File: config.mk
export PLATFORM = sky130hd
export DESIGN_NAME = base64_stream_decoder_unit
export DESIGN_NICKNAME = d
export VERILOG_FILES = /design/src/design/b64d_pkg.sv /design/src/design/b64d_front.sv /design/src/design/b64d_fifo.sv /design/src/design/b64d_back.sv /design/src/design/base64_stream_decoder_unit.sv
export VERILOG_INCLUDE_DIRS = /design/src /design/src/design
export SDC_FILE = /design/constraint.sdc
export NUM_CORES = 1
export LEC_CHECK = 0
export BUFFER_PORTS_ARGS = -buffer_cell sky130_fd_sc_hd__buf_2
export CAP_MARGIN = 20
export CORE_UTILIZATION = 40
export CTS_CLUSTER_DIAMETER = 80
export CTS_CLUSTER_SIZE = 8
export DETAILED_ROUTE_END_ITERATION = 10
export GPL_TIMING_DRIVEN = 0
export HOLD_SLACK_MARGIN = 0.1
export PLACE_DENSITY = 0.69
export SYNTH_ARGS = -nofsm -noshare
export SYNTH_HDL_FRONTEND = slang
export SYNTH_SLANG_ARGS = --single-unit
File: constraint.sdc
create_clock -name clk -period 3.91 [get_ports clk]
set_input_delay 0.782 -clock clk [delete_from_list [all_inputs] [get_ports clk]]
set_output_delay 0.782 -clock clk [all_outputs]
set_load 0.03 [all_outputs]
File: src/design/base64_stream_decoder_unit_assert.svh
// ----------------------------------------------------------------------------
// Assertion macros for the base64 stream decoder
// Shared concurrent assertion forms; define NO_ASSERTIONS to drop them.
// ----------------------------------------------------------------------------
`ifndef BASE64_STREAM_DECODER_UNIT_ASSERT_SVH
`define BASE64_STREAM_DECODER_UNIT_ASSERT_SVH
`ifndef NO_ASSERTIONS
// Checked at every edge outside reset.
`define B64D_ASSERT(lbl, prop, msg) \
  lbl: assert property (@(posedge clk) disable iff (rst) prop) else $error(msg);
// Checked at every edge, reset included.
`define B64D_ASSERT_ALWAYS(lbl, prop, msg) \
  lbl: assert property (@(posedge clk) prop) else $error(msg);
`else
`define B64D_ASSERT(lbl, prop, msg)
`define B64D_ASSERT_ALWAYS(lbl, prop, msg)
`endif
`endif

File: src/design/b64d_pkg.sv
// ----------------------------------------------------------------------------
// b64d_pkg
// Types, constants and the alphabet lookup of the base64 stream decoder.
// ----------------------------------------------------------------------------
package b64d_pkg;

  localparam int COUNT_WIDTH_DEFAULT = 16;
  localparam int QUEUE_DEPTH         = 4;
  localparam int QUEUE_AW            = $clog2(QUEUE_DEPTH);

  localparam logic [1:0] GROUP_FULL = 2'd3;

  // One decoded group handed from front to back.
  typedef struct packed {
    logic [23:0] data;   // bytes, first byte in the high bits
    logic [1:0]  count;  // number of bytes, 0..3
    logic        last;   // message ends with this group
  } cmd_t;

  typedef struct packed {
    logic       bad;     // outside the alphabet, '=' included
    logic [5:0] value;
  } lookup_t;

  function automatic lookup_t sextet_of(input logic [7:0] c);
    lookup_t r;
    r.bad   = 1'b0;
    r.value = '0;
    if (c >= 8'h41 && c <= 8'h5a) begin
      r.value = 6'(c - 8'h41);
    end else if (c >= 8'h61 && c <= 8'h7a) begin
      r.value = 6'(c - 8'h61 + 8'd26);
    end else if (c >= 8'h30 && c <= 8'h39) begin
      r.value = 6'(c - 8'h30 + 8'd52);
    end else if (c == 8'h2b) begin
      r.value = 6'd62;
    end else if (c == 8'h2f) begin
      r.value = 6'd63;
    end else begin
      r.bad = 1'b1;
    end
    return r;
  endfunction

endpackage

File: src/design/b64d_front.sv
// ----------------------------------------------------------------------------
// b64d_front
// Accepts characters, collects sextets and forms byte groups for the back end.
// ----------------------------------------------------------------------------
`include "base64_stream_decoder_unit_assert.svh"

module b64d_front (
  input  logic             clk,
  input  logic             rst,
  input  logic             in_valid,
  output logic             in_ready,
  input  logic [7:0]       in_char,
  input  logic             end_of_input,
  input  logic             queue_full,
  output logic             push,
  output b64d_pkg::cmd_t   cmd
);

  logic [17:0] sbuf, sbuf_next;
  logic [1:0]  fill, fill_next;
  logic        stopped, stopped_next;
  b64d_pkg::lookup_t lk;
  logic        accept;

  // Partial group of k sextets gives k-1 bytes, left aligned.
  function automatic b64d_pkg::cmd_t flush(input logic [17:0] b, input logic [1:0] k);
    b64d_pkg::cmd_t r;
    r = '0;
    unique case (k)
      2'd2: begin
        r.data  = {b[11:0], 12'b0};
        r.count = 2'd1;
      end
      2'd3: begin
        r.data  = {b, 6'b0};
        r.count = 2'd2;
      end
      default: r = '0;
    endcase
    return r;
  endfunction

  assign in_ready = !queue_full;
  assign accept   = in_valid && in_ready;
  assign lk       = b64d_pkg::sextet_of(in_char);

  always_comb begin
    sbuf_next    = sbuf;
    fill_next    = fill;
    stopped_next = stopped;
    cmd          = '0;
    if (!stopped) begin
      if (!lk.bad) begin
        if (fill == b64d_pkg::GROUP_FULL) begin
          cmd.data  = {sbuf, lk.value};
          cmd.count = 2'd3;
          sbuf_next = '0;
          fill_next = '0;
        end else begin
          sbuf_next = {sbuf[11:0], lk.value};
          fill_next = fill + 2'd1;
        end
      end else begin
        stopped_next = 1'b1;
        cmd          = flush(sbuf, fill);
        sbuf_next    = '0;
        fill_next    = '0;
      end
    end
    if (end_of_input) begin
      // at most one group per character: a group emitted above leaves fill at 0
      if (fill_next >= 2'd2) begin
        cmd = flush(sbuf_next, fill_next);
      end
      cmd.last     = 1'b1;
      sbuf_next    = '0;
      fill_next    = '0;
      stopped_next = 1'b0;
    end
  end

  assign push = accept && (cmd.count != 2'd0 || cmd.last);

  always_ff @(posedge clk) begin
    if (rst) begin
      sbuf    <= '0;
      fill    <= '0;
      stopped <= 1'b0;
    end else if (accept) begin
      sbuf    <= sbuf_next;
      fill    <= fill_next;
      stopped <= stopped_next;
    end
  end

  `B64D_ASSERT(a_stop_empty, stopped |-> fill == 2'd0, "front: stopped with pending sextets")

endmodule

File: src/design/b64d_fifo.sv
// ----------------------------------------------------------------------------
// b64d_fifo
// Short command queue between front and back end.
// ----------------------------------------------------------------------------
`include "base64_stream_decoder_unit_assert.svh"

module b64d_fifo (
  input  logic             clk,
  input  logic             rst,
  input  logic             push,
  input  b64d_pkg::cmd_t   push_cmd,
  input  logic             pop,
  output logic             full,
  output logic             not_empty,
  output b64d_pkg::cmd_t   head
);

  localparam int AW = b64d_pkg::QUEUE_AW;

  b64d_pkg::cmd_t entries [b64d_pkg::QUEUE_DEPTH];
  logic [AW-1:0] wr_ptr, rd_ptr;
  logic [AW:0]   count;
  logic          do_push, do_pop;

  assign full      = count == (AW+1)'(b64d_pkg::QUEUE_DEPTH);
  assign not_empty = count != '0;
  assign head      = entries[rd_ptr];
  assign do_push   = push && !full;
  assign do_pop    = pop && not_empty;

  always_ff @(posedge clk) begin
    if (do_push) begin
      entries[wr_ptr] <= push_cmd;
    end
  end

  always_ff @(posedge clk) begin
    if (rst) begin
      wr_ptr <= '0;
      rd_ptr <= '0;
      count  <= '0;
    end else begin
      if (do_push) wr_ptr <= wr_ptr + 1'b1;
      if (do_pop)  rd_ptr <= rd_ptr + 1'b1;
      if (do_push && !do_pop) begin
        count <= count + 1'b1;
      end else if (do_pop && !do_push) begin
        count <= count - 1'b1;
      end
    end
  end

  `B64D_ASSERT(a_no_push_full, push |-> !full, "fifo: push while full")

endmodule

File: src/design/b64d_back.sv
// ----------------------------------------------------------------------------
// b64d_back
// Serializes queued groups into bytes, keeps the byte total, marks the end.
// ----------------------------------------------------------------------------
`include "base64_stream_decoder_unit_assert.svh"

module b64d_back #(
  parameter int COUNT_WIDTH = b64d_pkg::COUNT_WIDTH_DEFAULT
) (
  input  logic             clk,
  input  logic             rst,
  input  logic             cmd_valid,
  input  b64d_pkg::cmd_t   cmd,
  output logic             pop,
  output logic             out_valid,
  input  logic             out_ready,
  output logic [7:0]       out_byte,
  output logic             has_byte,
  output logic             end_of_message,
  output logic [15:0]      byte_count
);

  logic [COUNT_WIDTH-1:0] total, total_inc, total_sel;
  logic [1:0]  idx;
  logic        load, last_byte, bare, eom;
  logic [7:0]  sel_byte;
  logic [15:0] report;

  assign load      = cmd_valid && (!out_valid || out_ready);
  assign bare      = cmd.count == 2'd0;
  assign last_byte = bare || (idx == cmd.count - 2'd1);
  assign eom       = cmd.last && last_byte;
  assign pop       = load && last_byte;
  assign total_inc = (total == '1) ? total : total + 1'b1;
  assign total_sel = bare ? total : total_inc;

  always_comb begin
    unique case (idx)
      2'd0:    sel_byte = cmd.data[23:16];
      2'd1:    sel_byte = cmd.data[15:8];
      2'd2:    sel_byte = cmd.data[7:0];
      default: sel_byte = '0;
    endcase
  end

  // reported total saturates at 16 bits
  always_comb begin
    if (32'(total_sel) > 32'h0000_ffff) begin
      report = 16'hffff;
    end else begin
      report = 16'(total_sel);
    end
  end

  always_ff @(posedge clk) begin
    if (rst) begin
      out_valid <= 1'b0;
      idx       <= '0;
      total     <= '0;
    end else begin
      if (load) begin
        out_valid <= 1'b1;
        idx       <= last_byte ? 2'd0 : idx + 2'd1;
        total     <= eom ? '0 : total_sel;
      end else if (out_ready) begin
        out_valid <= 1'b0;
      end
    end
  end

  always_ff @(posedge clk) begin
    if (load) begin
      out_byte       <= bare ? 8'd0 : sel_byte;
      has_byte       <= !bare;
      end_of_message <= eom;
      byte_count     <= eom ? report : 16'd0;
    end
  end

  `B64D_ASSERT(a_idx_range, cmd_valid && !bare |-> idx < cmd.count,
               "back: byte index past group")
  `B64D_ASSERT(a_total_clear, load && eom |=> total == '0, "back: total kept after end")

endmodule

File: src/design/base64_stream_decoder_unit.sv
// ----------------------------------------------------------------------------
// base64_stream_decoder_unit
// Streaming base64 decoder (standard alphabet) with end marker and byte total.
// ----------------------------------------------------------------------------
//  channel | handshake            | payload
//  --------+----------------------+----------------------------------------------
//  in      | in_valid / in_ready  | in_char[7:0], end_of_input
//  out     | out_valid / out_ready| out_byte[7:0], has_byte, end_of_message,
//          |                      | byte_count[15:0]
//
//  One character is taken per cycle while the command queue has room; the
//  front decides a character's effect in the cycle it is accepted.
//  The back end sends one output transaction per cycle while out_ready is
//  high and the queue holds a group; four characters give three bytes, one
//  per transaction; each byte passes the queue entry, then the output register.
//  A stalled output fills the four-entry queue, then in_ready drops.
//  Synchronous reset clears sextet state, queue pointers and the byte total.
// ----------------------------------------------------------------------------
`include "base64_stream_decoder_unit_assert.svh"

module base64_stream_decoder_unit #(
  parameter int COUNT_WIDTH = b64d_pkg::COUNT_WIDTH_DEFAULT
) (
  input  logic        clk,
  input  logic        rst,
  input  logic        in_valid,
  output logic        in_ready,
  input  logic [7:0]  in_char,
  input  logic        end_of_input,
  output logic        out_valid,
  input  logic        out_ready,
  output logic [7:0]  out_byte,
  output logic        has_byte,
  output logic        end_of_message,
  output logic [15:0] byte_count
);

  // front -> queue
  logic           push;
  logic           queue_full;
  b64d_pkg::cmd_t push_cmd;

  // queue -> back
  logic           cmd_valid;
  logic           pop;
  b64d_pkg::cmd_t head;

  // Front: alphabet lookup, sextet packing, stop and end handling.
  b64d_front u_front (
    .clk          (clk),
    .rst          (rst),
    .in_valid     (in_valid),
    .in_ready     (in_ready),
    .in_char      (in_char),
    .end_of_input (end_of_input),
    .queue_full   (queue_full),
    .push         (push),
    .cmd          (push_cmd)
  );

  // Queue: lets the input keep flowing while output transactions stall.
  b64d_fifo u_fifo (
    .clk       (clk),
    .rst       (rst),
    .push      (push),
    .push_cmd  (push_cmd),
    .pop       (pop),
    .full      (queue_full),
    .not_empty (cmd_valid),
    .head      (head)
  );

  // Back: at most one byte per output transaction, byte total, end marker.
  b64d_back #(
    .COUNT_WIDTH (COUNT_WIDTH)
  ) u_back (
    .clk            (clk),
    .rst            (rst),
    .cmd_valid      (cmd_valid),
    .cmd            (head),
    .pop            (pop),
    .out_valid      (out_valid),
    .out_ready      (out_ready),
    .out_byte       (out_byte),
    .has_byte       (has_byte),
    .end_of_message (end_of_message),
    .byte_count     (byte_count)
  );

  // A result without the end mark never carries a count.
  `B64D_ASSERT(a_count_only_at_end, out_valid && !end_of_message |-> byte_count == 16'd0,
               "top: byte count outside end marker")

endmodule
After elaboration in Yosys (flattened, before gate mapping)
Memory sizes are Yosys's and may differ from the RTL's. A register that Yosys moved wholly into a read port is not among the register bits. Index checks and enable logic that the tools add are counted.

$add $sub $neg: 13. Magnitude comparators: 7. Eq/ne operators: 11. Multiplexer cells: 41. Reduce and logical (&&, ||, !) cells: 26.

Operators with widths (count): 26-bit case mux with 2 select lines (2); 27-bit two-way mux (3); 18-bit two-way mux (4); 26-bit two-way mux (2); 16-bit two-way mux (3); 6-bit two-way mux (5); 8-bit case mux with 3 select lines (1); 16-bit by 1-bit adder with 16-bit output, second input constant (1); 16-bit equality test, second input constant (1); 8-bit by 6-bit equality test with 1-bit output, second input constant (2); 8-bit by 7-bit >= comparator with 1-bit output, second input constant (2); 8-bit by 7-bit less-or-equal comparator with 1-bit output, second input constant (2); 2-bit two-way mux (7); 1-bit logical AND (12); 1-bit two-way mux (12); 6-bit subtractor, second input constant (2); 2-bit equality test, second input constant (5); 2-bit by 1-bit adder with 2-bit output, second input constant (4); 8-bit by 6-bit >= comparator with 1-bit output, second input constant (1); 8-bit by 6-bit less-or-equal comparator with 1-bit output, second input constant (1); 6-bit by 5-bit adder with 6-bit output, second input constant (1); 6-bit adder, second input constant (1); 3-bit two-way mux (2); 2-bit nonzero test (3); other kinds (12) (19).

Register bits: 73. RAM bits: 108. Bits of input ports: 13. Output and inout bits: 28. Logic and storage cells: 112. Memories: 1.

Memory list: u_fifo.entries (depth 4, bits a word 27, rd ports 1, clocked after Yosys merged registers in 1, wr ports 1, line b64d_fifo.sv:20) `b64d_pkg::cmd_t entries [b64d_pkg::QUEUE_DEPTH];`.

Depth between registers and ports, before layout
Word-level depth: 20. Mapped depth: 15. Mapped depth without buffers: 13.

Hierarchy
From an unflattened synthesis, not the netlist that was laid out.

Cells, all modules: 674. Area, all modules: 8794.7 um^2.

By module, submodules not included: b64d_fifo (times used 1, cells an instance 189, area each 4390.5 um^2, sequential area each 3423.3 um^2); b64d_back (times used 1, cells an instance 236, area each 2327.2 um^2, sequential area each 1161.1 um^2); b64d_front (times used 1, cells an instance 249, area each 2077.0 um^2, sequential area each 420.4 um^2).

Worst setup path after synthesis
OpenSTA, ideal clock, no wires.

Path kind: input to register. From: input in_char[2]. To: register u_fifo.count[2]. Setup time: 70 ps. Arrival time: 3624 ps. Slack: 216 ps. Cell stages on the path: 14. Buffers on the path: 1. Path through: inv_1 > ha_1 > nor2b_1 > o21ai_1 > a31oi_2 > and4_1 > buf_6 > o21a_2 > ha_1 > inv_1 > fa_1 > xor2_1 > or3_1 > a21oi_1.

Cells in the longest elaborated chain, start to end: 19.

RTL lines: start, declared (line base64_stream_decoder_unit.sv:28) `input logic [7:0] in_char,`; parallel branches: the longest is 5 deep, another holds 8-bit by 6-bit >= comparator with 1-bit output; 1-bit two-way mux * (line b64d_pkg.sv:29) `if (c >= 8'h41 && c <= 8'h5a) begin`; 2-bit two-way mux (line b64d_front.sv:53) `if (!lk.bad) begin`; 2-bit two-way mux (line b64d_front.sv:52) `if (!stopped) begin`; 2-bit equality test (line b64d_front.sv:29) `unique case (k)`; 26-bit case mux with 2 select lines (line b64d_front.sv:29); 27-bit two-way mux (line b64d_front.sv:72) `if (fill_next >= 2'd2) begin`; 27-bit two-way mux * (line b64d_front.sv:70) `if (end_of_input) begin`; 2-bit nonzero test * (line b64d_front.sv:82) `assign push = accept && (cmd.count != 2'd0 || cmd.last);`; 1-bit logical OR * (line b64d_front.sv:82); 1-bit logical AND * (line b64d_front.sv:82); 1-bit logical AND * (line b64d_fifo.sv:28) `assign do_push = push && !full;`; via u_fifo.do_push (line b64d_fifo.sv:23) `logic do_push, do_pop;`; 1-bit logical NOT (line b64d_fifo.sv:47) `end else if (do_pop && !do_push) begin`; 1-bit logical AND (line b64d_fifo.sv:47); 2-bit nonzero test (no source line); end signal, assigned (line b64d_fifo.sv:46) `count <= count + 1'b1;`; end signal, assigned (line b64d_fifo.sv:48) `count <= count - 1'b1;`; end, declared (line b64d_fifo.sv:22) `logic [AW:0] count;`.

Mark *: on every way through the listed nets, which the timed path passes. A chain may end at the register's enable or synchronous reset.

Worst setup path in the final report
Ends and elaborated chain as after synthesis.

==> results.toml <==
[sta]
slew_headroom_pct = 38.0
layout_min_cycle_time_ns = 3.66
fin_skew_ns = 0.0136
post-route-period-util_pct = 93.6
hold_viol = 0
timing.final.ws_setup_ns = 0.251
fin_tns_setup_ns = 0
fmaxAchievable_mhz = 273
setup_viol = 0
grt_setup_unrepaired = "no"
tightest_slew_ns = 0.930
slew_viol_final = 0

[floorplan]
start_util_pct = 40.8
std_cell_rows = 53
core_um2 = 21000
die-area_um2 = 22100
io_pins = 41
die_h_um = 149
dieWidth_um = 149

[critical_path]
end_kind = "flip-flop"
r2r_setup_slack_ns = 0.29
crit_arrival_ns = 4.02
path_class = "primary input to flip-flop"
reg2reg_depth = 15
cp-start-kind = "primary input"
cp_slowest_stage_delay_ns = 0.37
rr_endpoint = "u_fifo.count[2]$_SDFFE_PP0P_"
cp_max_fo = 10
crit_required_ns = 4.27
path_cells = "buf_2 > inv_1 > ha_2 > a21oi_1 > a211oi_2 > or3_1 > buf_6 > and4_1 > buf_6 > o21a_2 > ha_1 > inv_1 > fa_1 > xor2_1 > or3_1 > a21oi_1"
cp_slowest_cell = "fa_1"

[finish]
syn_to_final_growth_pct = 14.9
finish.utilization_pct = 46.9
n_antenna_cell = 0
design_area_um2 = 9860
fillers = 1875
drive_above_1_share_pct = 19.2
nNetsFinal = 784

[yosys]
synth-seq-cells = 183
seq_area_frac_synth_pct = 58.3
yosys.area_share.simple_pct = 11.6
synth.avg_cell_area_um2 = 12.5
synthesis.area_um2 = 8590
yosysWarnings = 0
syn-num-nets = 721
netlist_instances = 685
synth_fa_ha_area_share_pct = 3.44
ys_types = 77
synthFlopType = "edfxtp_1"
synth_top_family_by_area = "compound AO/OA/AOI/OAI gates"
synth_xor_area_share_pct = 2.14
synth_edf_count = 134
synth_compound_area_share_pct = 13.3
synth_mux_area_share_pct = 7.65
async_reset_ff_share_pct = 0

[place]
dpl_cell_area_um2 = 9230
hpwl_um = 13000
place.gp.congestion = 0.894
portBuffers = 40
place_ws_ns = -0.387

[power_and_ir_drop]
p_int_uw = 3900
p_sw_uw = 1880
p_per_area_nw_per_um2 = 585
vdd_drop_max_v = 0.000315
switching_share_pct = 32.5
combPwrFrac_pct = 28.0
power_uw = 5770
p_leak_uw = 0.00342
seqPwrFrac_pct = 42.0
clock_power_share_pct = 30.0

[clock_tree]
clk_path_buf_depth = 2
cts.sinks = 183
h-tree-depth = 4
cts_tree = "done"
clk_latency_ns = 0.44
cts.reportedPaths.clkPinSlew_ns = 0.06
root_buffer = "clkbuf_16"
numCtsBuffers = 17

[routing]
viasPerCell = 5.61
drc = 0
totalWireLength_um = 18900
drt-initial-drc-count = 389
detail-route-antenna-nets = 0
vias = 5807
drtPass1Iterations = 5
routedWlPerCell_um = 18.3

[global_route]
grt_antenna_before_repair = 0
grt.overflow.total = 0
grt_pass1_vias = 5525
grt_pass1_wl_um = 29900
grt_max_degree = 36
grt_usage_pct = 18.2

[run_status]
status = "complete, no violations"

[min_path]
holdPathStages = 2
whs_endpoint = "u_back.out_valid$_SDFFE_PP0P_"
hp-start = "u_back.out_valid$_SDFFE_PP0P_"
hold_path.class = "flip-flop to flip-flop"

[run]
cap_viol_max_count = 0
-- worst max-delay path, delay by kind of cell --
family	cells	cell delay, ns
adders and majority gates	3	0.86
AOI/OAI and AO/OA	4	0.79
and+or+nand+nor	3	0.71
buffers and inverters	5	0.70
xor gates and xnor gates	1	0.18
-- timing repair --
action                                  in CTS  in global routing
hold buffers                                 0                  0
pin swaps                                    0                  1
setup buffers                                0                  1
endpoints found under the setup margin       1                 42
resized for setup                            0                  4
-- flip-flops by register name (all words and copies together), names as in the netlist, 3 cells and up, named ones only --
signal / flops
u_fifo.count: 3
u_front.sbuf: 18
u_back.total: 16
u_back.byte_count: 16
u_fifo.entries: 108
u_back.out_byte: 8
-- power groups by stage --
stage | Clock (µW) | Combinational (µW) | Sequential [µW]
2_1_floorplan | 0 | 913 | 2730
3_3_place_gp | 0 | 1600 | 2470
3_5_place_dp | 0 | 1630 | 2470
4_1_cts | 1750 | 1630 | 2430
5_1_grt | 1830 | 1770 | 2450
6_report | 1730 | 1620 | 2420
-- through the flow --
| step | hold WS [ns] | cells |
|---|---|---|
| floorplan | 0.455 | 685 |
| global placement | 0.453 | 1000 |
| detailed placement | 0.455 | 1004 |
| CTS | 0.464 | 1035 |
| global route | 0.510 | 1036 |
| finish | 0.462 | 1036 |
-- layer usage --
layer,global-route usage (%),wire length [µm],up-vias
met3,5.52,1320,35
li1,-,-,2733
met1,23.9,8290,2841
met4,7.42,463,0
met5,0,0,-
met2,27.9,8840,198
-- final cells by class --
cell class	instances	area [µm²]	area share, %
plain buffers	34	211	2.14
clock buffers	26	564	5.72
clock inverters	6	48.8	0.495
inverters	24	90.1	0.913
multi-input cells	443	3300	33.4
flip-flops and latches	183	5000	50.7
well taps	275	344	3.49
repair buffers	45	305	3.09
-- Yosys cell counts, types with 3 or more instances --
cell type	count	share of area, %
mux4_2	26	6.8
nand2b_1	9	0.66
nand4_1	6	0.44
xnor2_1	12	1.2
clkbuf_1	16	0.70
edfxtp_1	134	47
nor2_1	67	2.9
buf_4	4	0.35
and3_1	6	0.44
o221ai_1	5	0.51
a211o_1	3	0.31
ha_1	22	3.2
nor2b_1	4	0.29
a22oi_1	30	2.6
a21oi_1	42	2.4
a2bb2oi_1	7	0.71
nand3_1	12	0.70
nor3_1	13	0.76
nor4_1	4	0.29
xor2_1	9	0.92
o21ai_1	4	0.23
clkbuf_8	4	0.64
o21ai_0	34	2.0
dfxtp_1	49	11
inv_1	23	1.0
nand3b_1	3	0.26
mux2i_1	6	0.70
and2_1	10	0.73
buf_2	7	0.41
or3_1	9	0.66
a31oi_1	9	0.66
and4_1	3	0.31
nand2_1	41	1.8
-- layout by cell type (no fill, tap or decap), types with 10 or more instances in the layout --
| cell type | instances |
|---|---|
| and2_1 | 10 |
| dfxtp_1 | 49 |
| xnor2_1 | 12 |
| a21oi_1 | 41 |
| clkbuf_1 | 17 |
| clkbuf_16 | 21 |
| ha_1 | 21 |
| nor2_1 | 67 |
| buf_2 | 46 |
| nor3_1 | 13 |
| a22oi_1 | 30 |
| mux4_2 | 26 |
| nand3_1 | 12 |
| inv_1 | 23 |
| edfxtp_1 | 134 |
| o21ai_0 | 34 |
| nand2_1 | 41 |
-- cells by family (layout without fill, tap and decap cells) --
kind of cell / after synthesis / in the layout
simple gates: 200 / 200
flops: 183 / 183
compound gates: 166 / 166
buf+inv: 59 / 135
mux: 33 / 33
fa+ha+maj: 23 / 23
xor+xnor: 21 / 21
-- worst max-delay path by stage --
stage,start,to,cells after the start
5_1_grt,in_char[2],u_fifo.count[2]$_SDFFE_PP0P_,16
3_5_place_dp,in_char[2],u_fifo.entries[0][13]$_DFFE_PP_,11
6_report,in_char[2],u_fifo.count[2]$_SDFFE_PP0P_,16
3_3_place_gp,in_char[2],u_fifo.entries[2][13]$_DFFE_PP_,10
4_1_cts,flip-flop,u_fifo.count[2]$_SDFFE_PP0P_,15
2_1_floorplan,in_char[2],u_fifo.count[2]$_SDFFE_PP0P_,14
(Power assumes the default switching activity.)
